## config.mk

```make
export PLATFORM = sky130hd
export DESIGN_NAME = ihp_ram
export DESIGN_NICKNAME = d
export VERILOG_FILES = /design/src/rtl/ihp_ram.sv
export SDC_FILE = /design/constraint.sdc
export NUM_CORES = 1
export LEC_CHECK = 0
export ABC_CLOCK_PERIOD_IN_PS = 4600
export BUFFER_PORTS_ARGS = -buffer_cell sky130_fd_sc_hd__buf_2
export CAP_MARGIN = 10
export CORE_AREA = 2 2 96 98
export DETAILED_ROUTE_END_ITERATION = 16
export DIE_AREA = 0 0 98 100
export GPL_TIMING_DRIVEN = 0
export MAX_ROUTING_LAYER = met4
export PLACE_DENSITY = 0.78
export SLEW_MARGIN = 5
export SYNTH_ARGS = -nofsm -noshare
export SYNTH_HDL_FRONTEND = slang
export SYNTH_SLANG_ARGS = --single-unit
```

## constraint.sdc

```tcl
create_clock -name aclk -period 4.6 [get_ports aclk]
set_input_delay 0.46 -clock aclk [delete_from_list [all_inputs] [get_ports aclk]]
set_output_delay 0.46 -clock aclk [all_outputs]
set_load 0.01 [all_outputs]
```

## src/rtl/ihp_ram.sv

```systemverilog
// Generic simple dual-port RAM: one write port, one read port, registered read.
// No dependencies.
`timescale 1ns / 1ps
`default_nettype none
module ihp_ram #(
    parameter int WIDTH = 8,
    parameter int ADDR_BITS = 4
) (
    input  wire logic                 aclk,
    input  wire logic                 we,
    input  wire logic [ADDR_BITS-1:0] waddr,
    input  wire logic [WIDTH-1:0]     wdata,
    input  wire logic [ADDR_BITS-1:0] raddr,
    output logic      [WIDTH-1:0]     rdata
);
    localparam int DEPTH = 1 << ADDR_BITS;

    logic [WIDTH-1:0] mem_reg [DEPTH];

    always_ff @(posedge aclk) begin
        if (we) begin
            mem_reg[waddr] <= wdata;
        end
        rdata <= mem_reg[raddr];
    end
endmodule
`default_nettype wire

```

==> results of run 1 <==
## per-stage QoR
step                worst slack [ns]  area (um^2)  util (%)  std cells
floorplan                       2.65         5150         -        229
finish                          3.00         5960      67.0        398
CTS                             2.67         5940      66.8        396
detailed placement              2.16         5410      60.8        364
global route                    2.94         5960      67.0        398
global placement                2.15         5410      60.8        364
## layout by cell type (no fill, tap or decap), types with 4 or more instances in the layout
cell type                     n
sky130_fd_sc_hd__clkbuf_16   16
sky130_fd_sc_hd__mux4_2      18
sky130_fd_sc_hd__mux4_1      14
sky130_fd_sc_hd__a22oi_1     16
sky130_fd_sc_hd__nand2_1      9
sky130_fd_sc_hd__clkinv_2     4
sky130_fd_sc_hd__clkbuf_1     4
sky130_fd_sc_hd__dfxtp_1      8
sky130_fd_sc_hd__buf_2       29
sky130_fd_sc_hd__edfxtp_1   128
sky130_fd_sc_hd__nor2_1      13
## final cells by class
class / instances / area share (%)
tap: 111 / 2.33
sequential: 136 / 67.2
timing repair buffer: 26 / 2.18
buffer: 10 / 1.45
clock inverter: 11 / 1.79
clock buffer: 21 / 7.20
multi-input combinational: 83 / 17.8
## logic make-up after synthesis
| group | count (synthesis) |
|---|---|
| AND/OR/NAND/NOR | 35 |
| buffers and inverters | 10 |
| flip-flops | 136 |
| multiplexers | 32 |
| AO/OA/AOI/OAI | 16 |
## power by group
part	internal, mW	switching, mW
clock	0.760	0.467
sequential	1.39	0.00644
combinational	0.0551	0.0780
total	2.20	0.551
## routing by layer
layer  part of all wire [%]  up-vias
met3                    7.0       16
met4                    1.3        0
li1                       -     1065
met2                     50      119
met1                     42     1242
met5                      0        -
## path summary, 6_finish.rpt
path	from	endpoint	slack, ns
worst max-delay path	waddr[2]	mem_reg[3][6]	3.00
worst min-delay path	wdata[0]	mem_reg[3][0]	0.34
worst max register to register	mem_reg[7][7]	rdata[7]	3.14
worst min register to register	mem_reg[10][0]	rdata[0]	0.69
==> Flow_metrics.wiki, run 1 <==
{| class="wikitable"
! Metric !! Value
|-
| Result of the run || complete, no violations
|-
| Number of buffers added by the clock tree synthesis step || 17
|-
| Critical path depth in cells || 3
|-
| CTS Sinks || between 100 and 150
|-
| Layer carrying the most global-route usage || met2
|-
| Max H-tree Level || 4
|-
| Number of buffers added to fix hold violations after cts || 0
|-
| Required time at the endpoint of the critical path || ~4.8 ns
|-
| Overall routing resource usage || between 20% and 30%
|-
| Synth warn || 0
|-
| Count of pins on the block boundary || 26
|-
| Vias || 2442
|-
| Power, Total || about 2.8 mW
|-
| Count of distinct cell types in the synthesized netlist || 19
|-
| Period minus WS final || 1.60 ns
|-
| Detail Route Antenna Nets || 0
|-
| Fraction of registers with async set/reset || 0%
|-
| Slowest CP cell || sky130_fd_sc_hd__nor2_1
|-
| Relative max-transition margin || a little under a quarter
|-
| Delay of the slowest cell on the worst path || roughly 0.62 ns
|-
| Slew @ Worst Pin || 1.14 ns
|-
| Largest register FFs || 128
|-
| Number of port buffers || 24
|-
| Netlist area before placement || 5150 um^2
|-
| Number of max-capacitance violations reported || 0
|-
| Area used by multi-input combinational logic || around 1100 um^2
|-
| Power density over the cells || around 460 nW/um^2
|-
| Number of DRC violations after detailed-routing iteration 0 || about 350
|-
| Length in cells of the worst reg-to-reg path || 3
|-
| Crit-path leading delay family || simple AND/OR/NAND/NOR gates
|-
| Hold Vio Cnt, Final || 0
|-
| Post-Synth Simple-Gate Area || under 10%
|-
| Xor-xnor portion of the synthesized cell area || 0%
|-
| Fraction of the cycle the final worst path needs || a little over a third
|-
| RSZ-0062 raised after global routing || no
|-
| Mux contribution to synthesized area || between 10% and 20%
|-
| Synth Area in Compound Gates || under 10%
|-
| Share of the synthesized area in the top cell type || about three quarters
|-
| Number of placement rows || 35
|-
| Buf+Inv Stages, Crit Path || 1
|-
| Share of final-layout standard cells stronger than drive strength 1 || between 20% and 30%
|-
| Cell-by-cell trace of the critical path || buf_2, or3b_2, nor2_1
|-
| Synthesized-area fraction occupied by adder cells || 0%
|-
| DIE AREA || a little under 10000 um^2
|-
| Area used by sequential logic in the layout || around 4000 um^2
|-
| Core region area || between 8000 and 9000 um^2
|-
| Clock insertion delay at the later pin of the skew report || 0.52 ns
|-
| Clock tree skew after final layout || 0.00337 ns
|-
| Number of buffers added for setup after CTS || 0
|-
| Initial Utilization || between 50 and 60%
|-
| Area added between synthesis and finish || 15.7%
|-
| Fillers || 540
|-
| Count of flip-flops with a built-in enable after synthesis || roughly 130
|-
| Met2 track demand over resource || 31.5%
|-
| Master cell of the clock root buffer || sky130_fd_sc_hd__clkbuf_8
|-
| Peak Freq || about 630 MHz
|-
| Portion of the post-synthesis area used by sequential elements || ~78%
|-
| # diodes || 0
|-
| Setup TNS || 0 ns
|-
| Router iterations before antenna repair || 4
|-
| Worst hold slack || roughly 0.34 ns
|-
| Number of remaining DRC errors || 0
|-
| Wirelength per Cell || around 24 um
|-
| Clock tree from TritonCTS || done
|-
| Worst Path Max Fanout || 8
|-
| Final number of max-transition violations || 0
|-
| First-pass GRT wire length || 14300 um
|-
| CTS Buffer Depth || 2
|-
| Main combinational cell family by area after synthesis || multiplexers
|-
| Routed wire length || roughly 9600 um
|-
| Most frequent cells after synthesis || sky130_fd_sc_hd__edfxtp_1 (128), sky130_fd_sc_hd__mux4_2 (18), sky130_fd_sc_hd__a22oi_1 (16)
|-
| Number of setup violations in the final report || 0
|-
| Overall die height || approximately 100 um
|-
| Biggest area consumer among synthesized cells || sky130_fd_sc_hd__edfxtp_1
|-
| Final Net Count || slightly below 300
|-
| Cell count of the worst hold path || 1
|-
| Global-route met3 utilization || 5.36%
|-
| Top-count cell post-synth || sky130_fd_sc_hd__edfxtp_1
|-
| Post-Syn Instances || 229
|-
| Classification of the worst-slack hold path || input pin to register
|-
| Setup Crit Path Kind || input pin to register
|-
| Sort of element at the end of the critical path || register
|-
| Pin count of the biggest net entering global routing || 17
|-
| Via density || slightly above 6
|-
| Syn nets || approximately 250
|-
| Peak supply drop || roughly 0.25 mV
|-
| Clock transition at the registers of the reported paths || 0.06 ns
|-
| Register bit count reported by yosys || around 140
|-
| Grt total ovfl || 0
|-
| Main area contributors after synthesis || sky130_fd_sc_hd__edfxtp_1 (75%), sky130_fd_sc_hd__mux4_2 (7.9%), sky130_fd_sc_hd__mux4_1 (7.1%)
|-
| Met1 Track Usage GR || 30.9%
|-
| Resized Gates After CTS || 0
|-
| Average size of a mapped cell || ~22 um^2
|-
| Width of the chip || ~98 um
|-
| Antenna violations before repair || 0
|-
| Gpl congestion || 0.744
|-
| Worst Setup Start Kind || input pin
|-
| Synth Flop Type || sky130_fd_sc_hd__edfxtp_1
|-
| Dpl hpwl || 5880 um
|-
| Vias in the first global route || about 2400
|-
| Data arrival, critical path || between 1.5 and 2 ns
|-
| Cell leakage power || ~2.0 nW
|}
No activity file was read; power rests on OpenSTA's default activity.
==> run 2, diff against run 1 <==
--- a/config.mk
+++ b/config.mk
@@ -5,7 +5,7 @@
 export SDC_FILE = /design/constraint.sdc
 export NUM_CORES = 1
 export LEC_CHECK = 0
-export ABC_CLOCK_PERIOD_IN_PS = 4600
+export ABC_CLOCK_PERIOD_IN_PS = 1610
 export BUFFER_PORTS_ARGS = -buffer_cell sky130_fd_sc_hd__buf_2
 export CAP_MARGIN = 10
 export CORE_AREA = 2 2 96 98
==> constraint.sdc (replaced) <==
create_clock -name aclk -period 1.61 [get_ports aclk]
set_input_delay 0.161 -clock aclk [delete_from_list [all_inputs] [get_ports aclk]]
set_output_delay 0.161 -clock aclk [all_outputs]
set_load 0.01 [all_outputs]
==> Flow_metrics.wiki, run 2 (synthesis gave the netlist of run 1 again) <==
{| class="wikitable"
! Metric !! Value
|-
| Classification of the worst-slack hold path || input pin to register
|-
| Grt total ovfl || 0
|-
| Most common cell after layout, fill and taps aside || sky130_fd_sc_hd__edfxtp_1
|-
| Number of max-capacitance violations reported || 0
|-
| DIE AREA || about 10000 um^2
|-
| Sort of element at the end of the critical path || register
|-
| Via density || roughly 6.2
|-
| Master cell of the clock root buffer || sky130_fd_sc_hd__clkbuf_8
|-
| Fillers || approximately 530
|-
| Met1 Track Usage GR || between 20 and 30%
|-
| Overall routing resource usage || between 20% and 30%
|-
| Vias in the first global route || about 2400
|-
| Worst Setup Start Kind || register
|-
| R2R Setup Slk || 0.19 ns
|-
| Clock tree from TritonCTS || done
|-
| Cell leakage power || 2.04 nW
|-
| Global-route met3 utilization || under 10%
|-
| Required time at the endpoint of the critical path || approximately 2 ns
|-
| Max H-tree Level || 4
|-
| Number of remaining DRC errors || 0
|-
| Overall die height || 100 um
|-
| Endpoint of the most critical register-to-register path || rdata[0]
|-
| Clock insertion delay at the later pin of the skew report || around 0.52 ns
|-
| Post-layout instance count excluding filler cells || roughly 400
|-
| RSZ-0062 raised after global routing || no
|-
| Clock tree skew after final layout || ~0.0095 ns
|-
| Met2 track demand over resource || approximately 32%
|-
| Detail Route Antenna Nets || 0
|-
| Relative max-transition margin || between 10% and 20%
|-
| CTS Sinks || around 140
|-
| Number of DRC violations after detailed-routing iteration 0 || 289
|-
| Share of final-layout standard cells stronger than drive strength 1 || between 20% and 30%
|-
| FF-to-FF Start || mem_reg[5][0]
|-
| Most frequent cells in the layout || sky130_fd_sc_hd__edfxtp_1 (128), sky130_fd_sc_hd__buf_2 (27), sky130_fd_sc_hd__mux4_2 (18)
|-
| Number of instances in the placed design || 364
|-
| Slew @ Worst Pin || between 1 and 1.5 ns
|-
| Result of the run || complete, no violations
|-
| Width of the chip || between 90 and 100 um
|-
| Length in cells of the worst reg-to-reg path || 3
|-
| Area added between synthesis and finish || 17.4%
|-
| Final number of max-transition violations || 0
|-
| Router iterations before antenna repair || 4
|-
| Vias || roughly 2500
|-
| Clock transition at the registers of the reported paths || roughly 0.060 ns
|-
| Setup TNS || 0 ns
|-
| Setup Crit Path Kind || register to register
|-
| Peak supply drop || between 1 and 1.5 mV
|-
| # diodes || 0
|-
| Worst hold slack || 0.0413 ns
|-
| Launch instance of the worst min-delay path || wdata[1]
|-
| Data arrival, critical path || approximately 1.8 ns
|-
| Final Net Count || between 200 and 300
|-
| Resized Gates After CTS || 0
|-
| Initial Utilization || about 58%
|-
| Number of placement rows || 35
|-
| First-pass GRT wire length || 14500 um
|-
| Count of pins on the block boundary || 26
|-
| Number of buffers added to fix hold violations after cts || 0
|-
| Largest register FFs || between 100 and 150
|-
| Pin count of the biggest net entering global routing || 17
|-
| Final core area utilization || between 60% and 70%
|-
| Fraction of the cycle the final worst path needs || 88.3%
|-
| Peak Freq || 703 MHz
|-
| Number of buffers added by the clock tree synthesis step || 17
|-
| Hold Vio Cnt, Final || 0
|-
| Core region area || slightly below 9000 um^2
|-
| Period minus WS final || approximately 1.4 ns
|-
| Gpl congestion || 0.696
|-
| Antenna violations before repair || 0
|-
| Number of buffers added for setup after CTS || 0
|-
| Power density over the cells || approximately 1400 nW/um^2
|-
| Dpl hpwl || ~6000 um
|-
| CTS Buffer Depth || 2
|-
| Worst hold path endpoint || mem_reg[12][1]
|-
| Number of port buffers || 24
|-
| Worst Path Max Fanout || 1
|-
| Wirelength per Cell || 24.7 um
|-
| Number of setup violations in the final report || 0
|-
| Routed wire length || ~10000 um
|-
| Cell count of the worst hold path || 1
|-
| Layer carrying the most global-route usage || met2
|}
run 2: power by group:
part | leakage (nW) | switching (mW) | internal (mW)
Sequential | 1.22 | 0.0193 | 3.96
Combinational | 0.517 | 0.227 | 0.157
Clock | 0.295 | 1.39 | 2.66
Total | 2.04 | 1.63 | 6.78
run 2: metrics by stage:
stage	instance area, um^2	setup slack [ns]	total power [mW]
2_1_floorplan	5150	0.183	4.26
3_3_place_gp	5410	-0.316	4.41
3_5_place_dp	5410	-0.339	4.43
4_1_cts	6040	0.193	8.44
5_1_grt	6040	0.148	8.63
6_report	6040	0.189	8.41
run 2: how the worst max path moves through the flow:
stage | startpoint | to | slack, ns | depth (start not counted)
final | mem_reg[5][0] | rdata[0] | 0.19 | 3
after floorplan | waddr[2] | mem_reg[3][0] | 0.18 | 2
after detailed placement | waddr[2] | mem_reg[8][7] | -0.34 | 3
after CTS | mem_reg[9][5] | rdata[5] | 0.19 | 3
after global routing | mem_reg[9][5] | rdata[5] | 0.15 | 3
after global placement | waddr[2] | mem_reg[8][2] | -0.32 | 3
run 2: per-layer routing:
| layer | vias up | share of wire (%) |
|---|---|---|
| met3 | 18 | 7.3 |
| met2 | 119 | 48 |
| met4 | 0 | 2.7 |
| met5 | - | 0 |
| li1 | 1060 | - |
| met1 | 1269 | 42 |
run 2: critical path, cell delays in order (launching register included):
cell	delay, ns
sky130_fd_sc_hd__edfxtp_1	0.35
sky130_fd_sc_hd__mux4_1	0.53
sky130_fd_sc_hd__a22oi_1	0.31
sky130_fd_sc_hd__nand2_1	0.10
run 2: final cells by class:
class / count / area [um^2] / share of cell area [%]
flip-flops and latches: 136 / 4000 / 66.3
well taps: 111 / 139 / 2.30
repair buffers: 24 / 120 / 1.99
multi-input cells: 83 / 1070 / 17.7
plain buffers: 10 / 86.3 / 1.43
clock inverters: 13 / 204 / 3.38
clock buffers: 19 / 422 / 6.98
==> run 3, diff against run 2 <==
--- a/config.mk
+++ b/config.mk
@@ -8,9 +8,9 @@
 export ABC_CLOCK_PERIOD_IN_PS = 1610
 export BUFFER_PORTS_ARGS = -buffer_cell sky130_fd_sc_hd__buf_2
 export CAP_MARGIN = 10
-export CORE_AREA = 2 2 96 98
+export CORE_AREA = 2 2 114 83
 export DETAILED_ROUTE_END_ITERATION = 16
-export DIE_AREA = 0 0 98 100
+export DIE_AREA = 0 0 116 85
 export GPL_TIMING_DRIVEN = 0
 export MAX_ROUTING_LAYER = met4
 export PLACE_DENSITY = 0.78
==> Flow_metrics.wiki, run 3 (synthesis gave the netlist of run 1 again) <==
{| class="wikitable"
! Metric !! Value
|-
| Classification of the worst-slack hold path || input pin to register
|-
| Number of setup violations in the final report || 0
|-
| Final core area utilization || 68.2%
|-
| Power density over the cells || roughly 1300 nW/um^2
|-
| Clock transition at the registers of the reported paths || 0.05 ns
|-
| Count of pins on the block boundary || 26
|-
| CTS Buffer Depth || 2
|-
| Fraction of the cycle the final worst path needs || 87.2%
|-
| Final number of max-transition violations || 0
|-
| Pin count of the biggest net entering global routing || 17
|-
| Number of DRC violations after detailed-routing iteration 0 || slightly above 300
|-
| R2R Setup Slk || ~0.24 ns
|-
| Slowest CP cell || sky130_fd_sc_hd__nor2_1
|-
| Fillers || 560
|-
| Period minus WS final || 1.40 ns
|-
| Width of the chip || ~120 um
|-
| Master cell of the clock root buffer || sky130_fd_sc_hd__clkbuf_16
|-
| First-pass GRT wire length || 14400 um
|-
| Clock insertion delay at the later pin of the skew report || between 0.4 and 0.5 ns
|-
| Peak Freq || about 700 MHz
|-
| Slew @ Worst Pin || just over 0.8 ns
|-
| Wirelength per Cell || 23.5 um
|-
| Gpl congestion || about 0.78
|-
| Number of remaining DRC errors || 0
|-
| Setup Crit Path Kind || input pin to register
|-
| RSZ-0062 raised after global routing || no
|-
| Final Net Count || between 200 and 300
|-
| Worst Path Max Fanout || 8
|-
| Number of max-capacitance violations reported || 0
|-
| Via density || between 5 and 6
|-
| Number of buffers added to fix hold violations after cts || 0
|-
| FF-to-FF Start || mem_reg[0][1]
|-
| Detail Route Antenna Nets || 0
|-
| Cell-by-cell trace of the critical path || buf_2, or3b_2, nor2_1
|-
| Launch instance of the worst min-delay path || wdata[5]
|-
| Clock tree from TritonCTS || done
|-
| Data arrival, critical path || roughly 1.4 ns
|-
| Required time at the endpoint of the critical path || about 1.7 ns
|-
| Clock tree skew after final layout || between 0.01 and 0.015 ns
|-
| Number of buffers added for setup after CTS || 0
|-
| Area added between synthesis and finish || 16.4%
|-
| Largest register FFs || ~130
|-
| Worst hold slack || 0.139 ns
|-
| Area used by multi-input combinational logic || about 1100 um^2
|-
| Overall routing resource usage || about 23%
|-
| Delay of the slowest cell on the worst path || roughly 0.65 ns
|-
| DIE AREA || just under 10000 um^2
|-
| Router iterations before antenna repair || 4
|-
| Number of placement rows || 29
|-
| Hold Vio Cnt, Final || 0
|-
| Grt total ovfl || 0
|-
| Dpl hpwl || between 6000 and 7000 um
|-
| Source of the critical timing path || waddr[2]
|-
| Cell leakage power || roughly 2 nW
|-
| Peak supply drop || slightly above 1 mV
|-
| Share of final-layout standard cells stronger than drive strength 1 || approximately 29%
|-
| Most frequent cells in the layout || sky130_fd_sc_hd__edfxtp_1 (128), sky130_fd_sc_hd__buf_2 (27), sky130_fd_sc_hd__mux4_2 (18)
|-
| Vias || 2430
|-
| Max H-tree Level || 4
|-
| Last element of the critical path || mem_reg[2][0]
|-
| Resized Gates After CTS || 0
|-
| Endpoint of the most critical register-to-register path || rdata[1]
|-
| Antenna violations before repair || 0
|-
| Initial Utilization || 58.6%
|-
| Length in cells of the worst reg-to-reg path || 3
|-
| Overall die height || around 85 um
|-
| # diodes || 0
|-
| CTS Sinks || approximately 140
|-
| Worst Setup Start Kind || input pin
|-
| Routed wire length || around 9600 um
|-
| Area used by sequential logic in the layout || 4000 um^2
|-
| Core region area || around 9000 um^2
|-
| Number of port buffers || 24
|-
| Sort of element at the end of the critical path || register
|-
| Result of the run || complete, no violations
|-
| Vias in the first global route || ~2400
|-
| Relative max-transition margin || between 40% and 50%
|-
| Number of buffers added by the clock tree synthesis step || 17
|-
| Most common cell after layout, fill and taps aside || sky130_fd_sc_hd__edfxtp_1
|}
-- run 3: cell types whose count changed in the layout (fill, tap and decap cells not counted), moves of 2 or more --
cell                         before  now
sky130_fd_sc_hd__clkinv_4         2    0
sky130_fd_sc_hd__bufinv_16        5    2
sky130_fd_sc_hd__clkinv_2         2    5
sky130_fd_sc_hd__clkinv_1         1    5
sky130_fd_sc_hd__clkinvlp_4       3    1
-- run 3: worst min path at each step --
stage	endpoint	cells after the start
floorplan	mem_reg[0][0]	0
global placement	rdata[3]	1
detailed placement	rdata[5]	1
CTS	mem_reg[2][5]	1
global route	mem_reg[4][5]	1
finish	mem_reg[9][5]	1
-- run 3: power by group --
part | internal, mW | switching, mW
Clock | 2.23 | 1.33
Sequential | 3.96 | 0.0177
Combinational | 0.158 | 0.228
Total | 6.35 | 1.57
-- run 3: layout make-up --
cell class,count,share of cell area [%]
Buffer,10,1.44
Clock buffer,19,7.23
Clock inverter,13,1.86
Multi-Input combinational cell,83,17.9
Sequential cell,136,66.8
Tap cell,124,2.59
Timing Repair Buffer,25,2.13
-- run 3: worst max-delay path: cells and delay by family --
family	cells	cell delay [ns]
simple gates	2	1.17
buf+inv	1	0.12
-- run 3: per-layer routing --
metal	vias up	GRT usage (%)	share of wire (%)
met5	-	-	0
met4	0	8.66	0.90
met3	8	7.79	10
met2	109	30.7	47
met1	1250	31.9	42
li1	1063	-	-
-- run 3: metrics by stage --
step	TNS, ns	power [mW]	worst slack [ns]	cells	instance area (um^2)
detailed placement	-14.13	4.44	-0.383	377	5430
CTS	0	7.98	0.0527	409	5970
global route	0	8.16	0.137	410	5990
finish	0	7.92	0.205	410	5990
floorplan	0	4.26	0.183	229	5150
global placement	-12.69	4.42	-0.289	377	5430
